### config.mk
export PLATFORM = sky130hd
export DESIGN_NAME = preamble_length_message_deframer
export DESIGN_NICKNAME = d
export VERILOG_FILES = /design/src/pmd_pkg.sv /design/src/pmd_in_stage.sv /design/src/pmd_parser.sv /design/src/pmd_out_stage.sv /design/src/preamble_length_message_deframer.sv
export SDC_FILE = /design/constraint.sdc
export NUM_CORES = 1
export LEC_CHECK = 0
export BUFFER_PORTS_ARGS = -buffer_cell sky130_fd_sc_hd__buf_2
export CAP_MARGIN = 40
export CORE_ASPECT_RATIO = 1.25
export CORE_MARGIN = 2
export CORE_UTILIZATION = 56
export CTS_CLUSTER_DIAMETER = 40
export CTS_CLUSTER_SIZE = 20
export DETAILED_ROUTE_END_ITERATION = 7
export GPL_TIMING_DRIVEN = 0
export PLACE_DENSITY = 0.82
export SLEW_MARGIN = 20
export SYNTH_ARGS = -nofsm -noshare
export SYNTH_HDL_FRONTEND = slang
export SYNTH_SLANG_ARGS = --single-unit
### constraint.sdc
create_clock -name clk_i -period 3.88 [get_ports clk_i]
set_clock_uncertainty 0.1 [all_clocks]
set_input_delay 0.388 -clock clk_i [delete_from_list [all_inputs] [get_ports clk_i]]
set_output_delay 0.388 -clock clk_i [all_outputs]
set_load 0.02 [all_outputs]
### src/pmd_pkg.sv
// ----------------------------------------------------------------------------
// pmd_pkg
// Shared types and constants for the preamble/length message deframer.
// ----------------------------------------------------------------------------
`default_nettype none

package pmd_pkg;

  localparam int unsigned ByteW = 8;
  localparam int unsigned WordW = 4 * ByteW;

  localparam logic [WordW-1:0] PreambleReset = 32'hAA55_C33C;

  localparam logic [ByteW-1:0] MinLength  = 8'd2;
  localparam logic [ByteW-1:0] LengthPos  = 8'd1;
  localparam logic [ByteW-1:0] FirstPayld = 8'd2;

  typedef enum logic [2:0] {
    PH_PRE0    = 3'd0,
    PH_PRE1    = 3'd1,
    PH_PRE2    = 3'd2,
    PH_PRE3    = 3'd3,
    PH_ID      = 3'd4,
    PH_LENGTH  = 3'd5,
    PH_PAYLOAD = 3'd6
  } phase_e;

  typedef struct packed {
    logic [ByteW-1:0] message_id;
    logic [ByteW-1:0] data_byte;
    logic [ByteW-1:0] byte_position;
    logic             last_of_message;
    logic             bad_length;
  } result_t;

endpackage

`default_nettype wire

### src/pmd_in_stage.sv
// ----------------------------------------------------------------------------
// pmd_in_stage
// Input register: holds one received byte until the parser consumes it.
// ----------------------------------------------------------------------------
`default_nettype none

module pmd_in_stage (
  input  wire logic                      clk_i,
  input  wire logic                      rst_ni,
  input  wire logic                      in_valid_i,
  output logic                           in_ready_o,
  input  wire logic [pmd_pkg::ByteW-1:0] rx_byte_i,
  input  wire logic                      take_i,
  output logic                           valid_o,
  output logic      [pmd_pkg::ByteW-1:0] byte_o
);
  import pmd_pkg::*;

  logic             valid_q;
  logic [ByteW-1:0] byte_q;

  // Accept a new byte when empty or when the held byte leaves this cycle.
  assign in_ready_o = !valid_q || take_i;

  always_ff @(posedge clk_i or negedge rst_ni) begin
    if (!rst_ni) begin
      valid_q <= 1'b0;
    end else if (in_valid_i && in_ready_o) begin
      valid_q <= 1'b1;
    end else if (take_i) begin
      valid_q <= 1'b0;
    end
  end

  always_ff @(posedge clk_i) begin
    if (in_valid_i && in_ready_o) begin
      byte_q <= rx_byte_i;
    end
  end

  assign valid_o = valid_q;
  assign byte_o  = byte_q;

endmodule

`default_nettype wire

### src/pmd_parser.sv
// ----------------------------------------------------------------------------
// pmd_parser
// Frame state machine: preamble hunt, id and length capture, payload count.
// ----------------------------------------------------------------------------
`default_nettype none

module pmd_parser (
  input  wire logic                      clk_i,
  input  wire logic                      rst_ni,
  input  wire logic [pmd_pkg::WordW-1:0] preamble_i,
  input  wire logic [pmd_pkg::ByteW-1:0] byte_i,
  input  wire logic                      step_i,
  output logic                           has_result_o,
  output pmd_pkg::result_t               result_o
);
  import pmd_pkg::*;

  phase_e           phase_q, phase_d;
  logic [ByteW-1:0] id_q, id_d;
  logic [ByteW-1:0] exp_len_q, exp_len_d;
  logic [ByteW-1:0] count_q, count_d;
  logic [ByteW-1:0] want;
  logic             last_pay;

  // pos + 1 >= length, done one bit wider to avoid wrap
  assign last_pay = ({1'b0, count_q} + 9'd1) >= {1'b0, exp_len_q};

  always_ff @(posedge clk_i or negedge rst_ni) begin
    if (!rst_ni) begin
      phase_q   <= PH_PRE0;
      id_q      <= '0;
      exp_len_q <= '0;
      count_q   <= '0;
    end else if (step_i) begin
      phase_q   <= phase_d;
      id_q      <= id_d;
      exp_len_q <= exp_len_d;
      count_q   <= count_d;
    end
  end

  always_comb begin
    phase_d      = phase_q;
    id_d         = id_q;
    exp_len_d    = exp_len_q;
    count_d      = count_q;
    has_result_o = 1'b0;
    want         = preamble_i[WordW-1 -: ByteW];
    result_o     = '{message_id: id_q, data_byte: byte_i, byte_position: LengthPos,
                     last_of_message: 1'b0, bad_length: 1'b0};
    unique case (phase_q)
      PH_PRE0, PH_PRE1, PH_PRE2, PH_PRE3: begin
        unique case (phase_q)
          PH_PRE1: want = preamble_i[3*ByteW-1 -: ByteW];
          PH_PRE2: want = preamble_i[2*ByteW-1 -: ByteW];
          PH_PRE3: want = preamble_i[ByteW-1 -: ByteW];
          default: want = preamble_i[WordW-1 -: ByteW];
        endcase
        phase_d = (byte_i == want) ? phase_e'(phase_q + 3'd1) : PH_PRE0;
      end
      PH_ID: begin
        id_d    = byte_i;
        phase_d = PH_LENGTH;
      end
      PH_LENGTH: begin
        has_result_o = 1'b1;
        if (byte_i <= MinLength) begin
          // short or empty frame: report and hunt again
          result_o.bad_length      = byte_i < MinLength;
          result_o.last_of_message = byte_i == MinLength;
          phase_d   = PH_PRE0;
          exp_len_d = '0;
          count_d   = '0;
        end else begin
          exp_len_d = byte_i;
          count_d   = FirstPayld;
          phase_d   = PH_PAYLOAD;
        end
      end
      PH_PAYLOAD: begin
        has_result_o             = 1'b1;
        result_o.byte_position   = count_q;
        result_o.last_of_message = last_pay;
        if (last_pay) begin
          phase_d   = PH_PRE0;
          exp_len_d = '0;
          count_d   = '0;
        end else begin
          count_d = count_q + 8'd1;
        end
      end
      default: begin
        // unused phase code acts as the first preamble byte
        phase_d = (byte_i == want) ? PH_PRE1 : PH_PRE0;
      end
    endcase
  end

endmodule

`default_nettype wire

### src/pmd_out_stage.sv
// ----------------------------------------------------------------------------
// pmd_out_stage
// Result register: holds one result until the downstream side takes it.
// ----------------------------------------------------------------------------
`default_nettype none

module pmd_out_stage (
  input  wire logic             clk_i,
  input  wire logic             rst_ni,
  input  wire logic             load_i,
  input  wire pmd_pkg::result_t result_i,
  output logic                  can_take_o,
  output logic                  out_valid_o,
  input  wire logic             out_ready_i,
  output pmd_pkg::result_t      result_o
);
  import pmd_pkg::*;

  logic    valid_q;
  result_t res_q;

  assign can_take_o = !valid_q || out_ready_i;

  always_ff @(posedge clk_i or negedge rst_ni) begin
    if (!rst_ni) begin
      valid_q <= 1'b0;
    end else if (load_i) begin
      valid_q <= 1'b1;
    end else if (out_ready_i) begin
      valid_q <= 1'b0;
    end
  end

  always_ff @(posedge clk_i) begin
    if (load_i) begin
      res_q <= result_i;
    end
  end

  assign out_valid_o = valid_q;
  assign result_o    = res_q;

endmodule

`default_nettype wire

### src/preamble_length_message_deframer.sv
// ----------------------------------------------------------------------------
// preamble_length_message_deframer
// Hunts a four-byte preamble, then emits the length and payload bytes of
// each id/length-prefixed message.
// ----------------------------------------------------------------------------
// One received byte per cycle is sustained while the downstream side keeps
// out_ready high: a byte is held in the input register, the frame state
// machine decides on it in the cycle it is held, and its result (if any)
// appears in the result register the cycle after. Preamble and id bytes give no result; the
// length byte and every payload byte give one. A length below two yields a
// result with bad_length set and the preamble hunt starts over. The
// preamble register may be rewritten at any time the block is idle.
`default_nettype none

module preamble_length_message_deframer (
  input  wire logic                      clk_i,
  input  wire logic                      rst_ni,
  input  wire logic                      cfg_we_i,
  input  wire logic [pmd_pkg::WordW-1:0] cfg_wdata_i,
  input  wire logic                      in_valid_i,
  output logic                           in_ready_o,
  input  wire logic [pmd_pkg::ByteW-1:0] rx_byte_i,
  output logic                           out_valid_o,
  input  wire logic                      out_ready_i,
  output logic      [pmd_pkg::ByteW-1:0] message_id_o,
  output logic      [pmd_pkg::ByteW-1:0] data_byte_o,
  output logic      [pmd_pkg::ByteW-1:0] byte_position_o,
  output logic                           last_of_message_o,
  output logic                           bad_length_o
);
  import pmd_pkg::*;

  logic [WordW-1:0] preamble_q;
  logic             held_valid;
  logic [ByteW-1:0] held_byte;
  logic             has_result;
  logic             can_take;
  logic             step;
  result_t          res_new;
  result_t          res_out;

  always_ff @(posedge clk_i or negedge rst_ni) begin
    if (!rst_ni) begin
      preamble_q <= PreambleReset;
    end else if (cfg_we_i) begin
      preamble_q <= cfg_wdata_i;
    end
  end

  // Advance the held byte unless it has a result and the result slot is full.
  assign step = held_valid && (!has_result || can_take);

  pmd_in_stage u_in (
    .clk_i      (clk_i),
    .rst_ni     (rst_ni),
    .in_valid_i (in_valid_i),
    .in_ready_o (in_ready_o),
    .rx_byte_i  (rx_byte_i),
    .take_i     (step),
    .valid_o    (held_valid),
    .byte_o     (held_byte)
  );

  pmd_parser u_parser (
    .clk_i        (clk_i),
    .rst_ni       (rst_ni),
    .preamble_i   (preamble_q),
    .byte_i       (held_byte),
    .step_i       (step),
    .has_result_o (has_result),
    .result_o     (res_new)
  );

  pmd_out_stage u_out (
    .clk_i       (clk_i),
    .rst_ni      (rst_ni),
    .load_i      (step && has_result),
    .result_i    (res_new),
    .can_take_o  (can_take),
    .out_valid_o (out_valid_o),
    .out_ready_i (out_ready_i),
    .result_o    (res_out)
  );

  assign message_id_o      = res_out.message_id;
  assign data_byte_o       = res_out.data_byte;
  assign byte_position_o   = res_out.byte_position;
  assign last_of_message_o = res_out.last_of_message;
  assign bad_length_o      = res_out.bad_length;

  // A dropped frame is never also flagged as complete, and sits at the length slot.
  a_bad_not_last : assert property (@(posedge clk_i) disable iff (!rst_ni)
    out_valid_o && bad_length_o |->
      !last_of_message_o && byte_position_o == LengthPos && data_byte_o < MinLength)
    else $error("bad_length result malformed");

  // Never advance a byte with a result into a full result slot.
  a_no_overwrite : assert property (@(posedge clk_i) disable iff (!rst_ni)
    held_valid && has_result && !can_take |-> !step)
    else $error("result register overwritten");

  // Payload positions lie beyond the length byte.
  a_pos_range : assert property (@(posedge clk_i) disable iff (!rst_ni)
    out_valid_o && !bad_length_o && byte_position_o != LengthPos |->
      byte_position_o >= FirstPayld && byte_position_o != 8'd255)
    else $error("payload position out of range");

endmodule

`default_nettype wire
==> results of run 1 <==
per-stage QoR:
| stage | instance area (um^2) | power (uW) | hold WS [ns] |
|---|---|---|---|
| floorplan | 4312 | 1663 | -0.007591 |
| global placement | 4782 | 1783 | 0.3254 |
| detailed placement | 4812 | 1820 | 0.3266 |
| CTS | 5012 | 2451 | 0.001402 |
| global route | 5012 | 2582 | 0.04756 |
| finish | 5012 | 2443 | -0.01443 |
worst max-delay path: stages (launching register included):
cell and delay [ns]:
sky130_fd_sc_hd__dfrtp_1 0.48, sky130_fd_sc_hd__nand3_1 0.14, sky130_fd_sc_hd__nor2_1 0.21, sky130_fd_sc_hd__and3_1 0.20, sky130_fd_sc_hd__xor2_1 0.22, sky130_fd_sc_hd__ha_1 0.29, sky130_fd_sc_hd__nand3_1 0.09, sky130_fd_sc_hd__o22ai_1 0.08
sky130_fd_sc_hd__a311o_1 0.35, sky130_fd_sc_hd__a211o_1 0.39, sky130_fd_sc_hd__nand2_1 0.20, sky130_fd_sc_hd__mux2_2 0.35, sky130_fd_sc_hd__o21ai_1 0.10
cell families (layout without fill, tap and decap cells):
| kind of cell | count (synthesis) | after routing | synth area share, % |
|---|---|---|---|
| flops | 95 | 95 | 59.55 |
| fa+ha+maj | 14 | 14 | 4.063 |
| xor+xnor | 25 | 25 | 5.078 |
| mux | 40 | 40 | 10.45 |
| simple gates | 93 | 93 | 10.21 |
| buf+inv | 30 | 118 | 2.727 |
| compound gates | 51 | 51 | 7.923 |
sequential cells by signal, summed over array words and instances, names as in the netlist, 3 cells and up:
signal	count
u_in.byte_o	8
preamble_q	32
u_out.result_o	26
u_parser.id_q	8
u_parser.exp_len_q	8
u_parser.count_q	8
u_parser.phase_q	3
where the power goes:
part           internal [uW]  switching, uW
Sequential              1200           88.0
Clock                    255            383
Combinational            240            281
Total                   1690            752
final timing paths:
check                                                    endpoint                             from  slack (ns)  cells after the start
min in group clk_i                       u_in.byte_o[0]$_DFFE_PP_                     rx_byte_i[0]        0.09                      1
worst max register to register    u_parser.phase_q[1]$_DFFE_PN0P_  u_parser.count_q[2]$_DFFE_PN0P_        0.60                     12
max in group asynchronous       u_parser.exp_len_q[2]$_DFFE_PN0P_                           rst_ni        3.20                      1
worst max-delay path              u_parser.phase_q[1]$_DFFE_PN0P_  u_parser.count_q[2]$_DFFE_PN0P_        0.60                     12
worst min-delay path                    preamble_q[0]$_DFFE_PN0P_                           rst_ni       -0.01                      1
worst min register to register       u_out.result_o[22]$_DFFE_PP_     u_parser.id_q[4]$_DFFE_PN0P_        0.34                      0
cell usage in the layout (no fill, tap or decap), drive strengths merged, types with 4 or more instances in the layout:
cell / count
a21oi: 13
a222oi: 8
and2: 5
and3: 8
buf: 76
clkbuf: 19
clkinv: 5
dfrtp: 45
dfstp: 16
edfxtp: 34
ha: 14
inv: 18
mux2: 40
nand2: 40
nand3: 7
nand4: 4
nor2: 9
nor3: 9
o21ai: 18
xnor2: 14
xor2: 11
layout make-up:
cell class                      instances  area share (%)
Sequential cell                        95           51.22
Clock inverter                          7           1.523
Tap cell                               92           2.297
Inverter                               16           1.198
Multi-Input combinational cell        223           32.45
Clock buffer                            9           2.471
Buffer                                 14           1.148
Timing Repair Buffer                   72           7.688
layer usage:
layer	vias up	global-route usage (%)	wire length (um)
li1	1410	-	-
met3	24	3.445	419
met4	0	11.92	274
met5	-	0	0
met1	1461	26.44	3373
met2	101	39.76	4522
==> results.rst, run 1 <==
.. list-table::
   :header-rows: 1

   * - Metric
     - Value
   * - CP max FO
     - 7
   * - Via count normalized by instance count
     - 5.674
   * - Outcome
     - finished, violations left
   * - Arrival time worst endpoint
     - ~3.5 ns
   * - Class of the most critical setup path
     - reg2reg
   * - Area used by multi-input combinational logic
     - approximately 1600 um^2
   * - Total Die Area
     - 8422 um^2
   * - Data required time of the critical path
     - around 4.1 ns
   * - CTS Root Cell
     - sky130_fd_sc_hd__clkbuf_8
   * - Starting utilization of the core area
     - 58.26%
   * - Power per cell area
     - 487.4 nW/um^2
   * - Pin count of the biggest net entering global routing
     - 62
   * - Clock H-tree levels
     - 3
   * - Setup slack of the critical path after layout
     - 0.5970 ns
   * - First-pass GRT wire length
     - roughly 14000 um
   * - Cell with the most instances after synthesis
     - sky130_fd_sc_hd__dfrtp_1
   * - Post-route worst hold slack
     - -0.01443 ns
   * - Number of buffers added on ports
     - 71
   * - Net count reported at finish
     - 490
   * - Final non-filler cell total
     - 528
   * - Die span in y
     - 102.1 um
   * - Placement row count
     - 35
   * - Count of pins over their slew limit
     - 0
   * - Final cell utilization of the core
     - 67.73%
   * - Register area
     - 2567 um^2
   * - Post-synthesis cell type count
     - 37
   * - Total instance count after detailed placement
     - 512
   * - Total of hold buffers inserted after clock tree synthesis
     - 0
   * - Maximum clock frequency
     - 304.6 MHz
   * - Library cell occupying the most area in the post-synthesis netlist
     - sky130_fd_sc_hd__dfrtp_1
   * - Top area cells in the synthesized netlist
     - sky130_fd_sc_hd__dfrtp_1 26%, sky130_fd_sc_hd__edfxtp_1 24%, sky130_fd_sc_hd__mux2_2 10%, sky130_fd_sc_hd__dfstp_2 9.8%, sky130_fd_sc_hd__ha_1 4.1%
   * - Number of buffers on the longest clock path
     - 2
   * - Tmin final
     - 3.283 ns
   * - Post-CTS setup repair buffer count
     - 0
   * - Horizontal die dimension
     - about 82 um
   * - Syn nets
     - ~410
   * - Number of enable flip-flop cells after synthesis
     - 34
   * - # fillers
     - approximately 570
   * - Number of primary I/O pins
     - 73
   * - Violated checks
     - negative hold slack
   * - Number of remaining DRC errors
     - 0
   * - Via count of the first global-routing pass
     - around 3.1k
   * - Leakage power summed over all cells
     - 0.002171 uW
   * - Nature of the critical path endpoint
     - register
   * - Synth Warn #
     - 0
   * - Asr flop ratio synth
     - 64.21%
   * - Count of final setup violators
     - 0
   * - Total via count in the routed design
     - 2996
   * - Placeable core area
     - about 7400 um^2
   * - Synth top area share
     - around a quarter
   * - Clock latency on the worst-skew pair
     - 0.37 ns
   * - Placement Setup Slack
     - roughly 0.65 ns
   * - TritonCTS clock tree
     - done
   * - Clock-pin slew on the worst setup and hold paths
     - 0.10 ns
   * - Sequential element share of the synthesized area
     - 59.55%
   * - Resized Gates After CTS
     - 0
   * - Antenna fix cells
     - 0
   * - Initial drt markers
     - 252
   * - Most instantiated flip-flop cell in the synthesis netlist
     - sky130_fd_sc_hd__dfrtp_1
   * - Synth Instances
     - about 350
   * - Worst rel slew slack
     - 49.74%
   * - Layout overhead on the synthesized area
     - 16.25%
   * - Crit path launch type
     - register
   * - Average detailed-routed wire length per instance
     - 16.27 um
   * - Total of max-cap violations
     - 0
   * - Number of detailed-routing iterations run before antenna repair
     - 5
   * - RSZ-0062 raised after global routing
     - no
   * - Avg Cell Area, Syn
     - ~12 um^2
   * - Peak VDD IR
     - 0.3334 mV
   * - Fraction of layout instances using a drive strength above 1
     - 35.09%
   * - Antenna violations before repair
     - 0
   * - Final WL
     - 8590 um
   * - Total global-route track usage
     - 22.68%
   * - TritonCTS buffer count
     - 9
   * - Total negative setup slack
     - 0 ns
   * - Path class of the lowest-slack min-delay path
     - in2async
   * - Remaining global-route overflow
     - 0
   * - Remaining antenna violation count after routing
     - 0
   * - Commonest cells post-synth
     - 45 x sky130_fd_sc_hd__dfrtp_1, 40 x sky130_fd_sc_hd__mux2_2, 40 x sky130_fd_sc_hd__nand2_1
   * - Global placer's final weighted congestion
     - approximately 0.84
   * - #FFs+latches synth
     - between 90 and 100
   * - Post-synthesis instance area
     - between 4000 and 5000 um^2
   * - Hold Violations, Final
     - 14
   * - Period Utilization, post-route
     - 84.61%
   * - Number of clock sinks
     - 95
   * - Final HPWL DP
     - 6282 um
   * - Pin slew with the least headroom to its limit
     - 0.7539 ns
(Power assumes the default switching activity.)
==> run 2, diff against run 1 <==
Clock period 3.88 ns to 3.2 ns, I/O delays scaled along.
==> run 2 against run 1 <==
The flow now finishes without violations. Count of clock-buffer cells in the layout did not move. Hold slack improved by 0.035 ns. Sequential power rose by 22%. Clock power rose by 21%. Cell area rose by 1.5%. Worst setup slack got worse by 0.49 ns. Final cell count rose by 0.76%.
==> results.rst, run 2 (synthesis results as in run 1) <==
.. list-table::
   :header-rows: 1

   * - Metric
     - Value
   * - Outcome
     - finished, final reports clean
   * - Remaining global-route overflow
     - 0
   * - Layout overhead on the synthesized area
     - 18.02%
   * - Post-route worst hold slack
     - 0.02020 ns
   * - Starting utilization of the core area
     - 58.26%
   * - Clock-pin slew on the worst setup and hold paths
     - 0.11 ns
   * - Die span in y
     - 102.1 um
   * - Total power draw
     - 2989 uW
   * - Total global-route track usage
     - ~23%
   * - Most common library cell in the layout ignoring fill and taps
     - sky130_fd_sc_hd__buf_2
   * - Maximum single-stage delay on the critical path
     - 0.44 ns
   * - Net count reported at finish
     - between 400 and 500
   * - Worst path bufs/invs
     - 0
   * - Arrival time worst endpoint
     - 3.28 ns
   * - Class of the most critical setup path
     - reg2reg
   * - Reg-to-reg slack, setup
     - between 0.1 and 0.15 ns
   * - TritonCTS clock tree
     - done
   * - Count of final setup violators
     - 0
   * - Power per cell area
     - 587.5 nW/um^2
   * - Antenna fix cells
     - 0
   * - Final cell utilization of the core
     - 68.76%
   * - Clock latency on the worst-skew pair
     - 0.37 ns
   * - Total Die Area
     - 8422 um^2
   * - Number of flip-flops under the largest register name
     - 32
   * - Total of max-cap violations
     - 0
   * - CTS Root Cell
     - sky130_fd_sc_hd__clkbuf_8
   * - Hold Violations, Final
     - 0
   * - Remaining antenna violation count after routing
     - 0
   * - Non-Filler Cell Area, Final
     - 5089 um^2
   * - Maximum clock frequency
     - 323.7 MHz
   * - Period Utilization, post-route
     - 96.55%
   * - Final HPWL DP
     - 6282 um
   * - Total negative setup slack
     - 0 ns
   * - Peak VDD IR
     - slightly above 0.4 mV
   * - CP Cell Sequence
     - ha_2, nand2_1, nor2_2, xor2_1, ha_1, a21oi_1, o22ai_1, a311o_1, a211o_4, nand2_2, mux2_2, o21ai_1
   * - Number of primary I/O pins
     - 73
   * - Total via count in the routed design
     - 3029
   * - Number of buffers on the longest clock path
     - 2
   * - Pin count of the biggest net entering global routing
     - 62
   * - Final WL
     - 8674 um
   * - Most flops, register
     - preamble_q
   * - CP max FO
     - 7
   * - Pin slew with the least headroom to its limit
     - roughly 0.76 ns
   * - Crit path launch type
     - register
   * - Placement row count
     - 35
   * - Data required time of the critical path
     - 3.39 ns
   * - Leakage power summed over all cells
     - 0.002192 uW
   * - Area after DPL
     - 4812 um^2
   * - Average detailed-routed wire length per instance
     - 16.30 um
   * - Clock H-tree levels
     - 3
   * - Highest metal used
     - met4
   * - First-pass GRT wire length
     - 14100 um
   * - Nature of the critical path endpoint
     - register
   * - Category of cells accounting for the largest share of critical-path delay
     - compound AO/OA/AOI/OAI gates
   * - Via count normalized by instance count
     - 5.694
   * - Number of remaining DRC errors
     - 0
   * - Via count of the first global-routing pass
     - 3058
   * - Global placer's final weighted congestion
     - 0.8421
   * - Count of pins over their slew limit
     - 0
   * - Detail Route met3 WL
     - 440 um
   * - Antenna violations before repair
     - 0
   * - Wire length on met2
     - 4522 um
   * - Worst rel slew slack
     - 49.66%
   * - Fraction of layout instances using a drive strength above 1
     - 38.41%
   * - Placeable core area
     - about 7400 um^2
   * - # fillers
     - 552
   * - TritonCTS buffer count
     - 9
   * - Path class of the lowest-slack min-delay path
     - in2reg
   * - Routed metal-1 wire length
     - about 3400 um
   * - Number of clock sinks
     - 95
   * - Most frequent cells in the layout
     - 73 x sky130_fd_sc_hd__buf_2, 41 x sky130_fd_sc_hd__dfrtp_1, 40 x sky130_fd_sc_hd__mux2_2
   * - Horizontal die dimension
     - 82.48 um
   * - Tmin final
     - 3.089 ns
   * - Number of detailed-routing iterations run before antenna repair
     - 5
   * - Initial drt markers
     - 205
   * - Critical-path top delay cell
     - sky130_fd_sc_hd__dfrtp_1
   * - Number of buffers added on ports
     - between 70 and 80
## run 2: changes by cell type in the layout (fill, tap and decap cells not counted), moves of 2 or more
cell	delta
sky130_fd_sc_hd__nor2_2	+2
sky130_fd_sc_hd__nor2_1	-2
sky130_fd_sc_hd__dfrtp_2	+4
sky130_fd_sc_hd__buf_4	+3
sky130_fd_sc_hd__dfrtp_1	-4
## run 2: area by class of cell
| cell class | count | area, um^2 | share of cell area (%) |
|---|---|---|---|
| Inverter | 16 | 60.06 | 1.180 |
| Buffer | 14 | 57.56 | 1.131 |
| Sequential cell | 95 | 2572 | 50.55 |
| Clock buffer | 9 | 123.9 | 2.434 |
| Clock inverter | 7 | 76.32 | 1.500 |
| Tap cell | 92 | 115.1 | 2.262 |
| Multi-Input combinational cell | 223 | 1665 | 32.73 |
| Timing Repair Buffer | 76 | 417.9 | 8.212 |
## run 2: per-stage QoR
stage / instances / worst slack, ns
after floorplan: 348 / 0.3295
after global placement: 511 / 0.02562
after detailed placement: 512 / -0.02654
after CTS: 529 / 0.01897
after global routing: 532 / -0.03669
final: 532 / 0.1105
## run 2: where the power goes
part	internal [uW]	total, uW	switching, uW
sequential	1450	1560	109
clock	309	775	465
combinational	299	656	357
total	2060	2990	931
## run 2: timing repair
item,in CTS,in global routing
resized for setup,2,12
pin swaps,0,0
endpoints found under the hold margin,45,0
setup buffers,0,3
hold buffers,1,0
setup endpoints to repair,7,12
## run 2: path summary, 6_finish.rpt
kind	depth (start not counted)	end	startpoint
min reg2reg	0	u_out.result_o[22]$_DFFE_PP_	u_parser.id_q[4]$_DFFE_PN0P_
max	12	u_parser.phase_q[1]$_DFFE_PN0P_	u_parser.count_q[1]$_DFFE_PN0P_
max in group asynchronous	2	u_parser.count_q[2]$_DFFE_PN0P_	rst_ni
min in group asynchronous	2	preamble_q[0]$_DFFE_PN0P_	rst_ni
min	1	u_in.byte_o[0]$_DFFE_PP_	rx_byte_i[0]
max reg2reg	12	u_parser.phase_q[1]$_DFFE_PN0P_	u_parser.count_q[1]$_DFFE_PN0P_
## run 2: worst reg2reg max path, cell delays in order (launching register included)
cell and delay [ns]:
sky130_fd_sc_hd__dfrtp_1 0.44, sky130_fd_sc_hd__ha_2 0.25, sky130_fd_sc_hd__nand2_1 0.08, sky130_fd_sc_hd__nor2_2 0.16
sky130_fd_sc_hd__xor2_1 0.17, sky130_fd_sc_hd__ha_1 0.26, sky130_fd_sc_hd__a21oi_1 0.15, sky130_fd_sc_hd__o22ai_1 0.10
sky130_fd_sc_hd__a311o_1 0.37, sky130_fd_sc_hd__a211o_4 0.37, sky130_fd_sc_hd__nand2_2 0.13, sky130_fd_sc_hd__mux2_2 0.34
sky130_fd_sc_hd__o21ai_1 0.10
## run 2: routing by layer
metal | GRT usage (%) | up-vias
met3 | 3.445 | 34
met1 | 26.44 | 1478
met4 | 11.92 | 0
li1 | - | 1414
met2 | 39.70 | 103
met5 | 0 | -
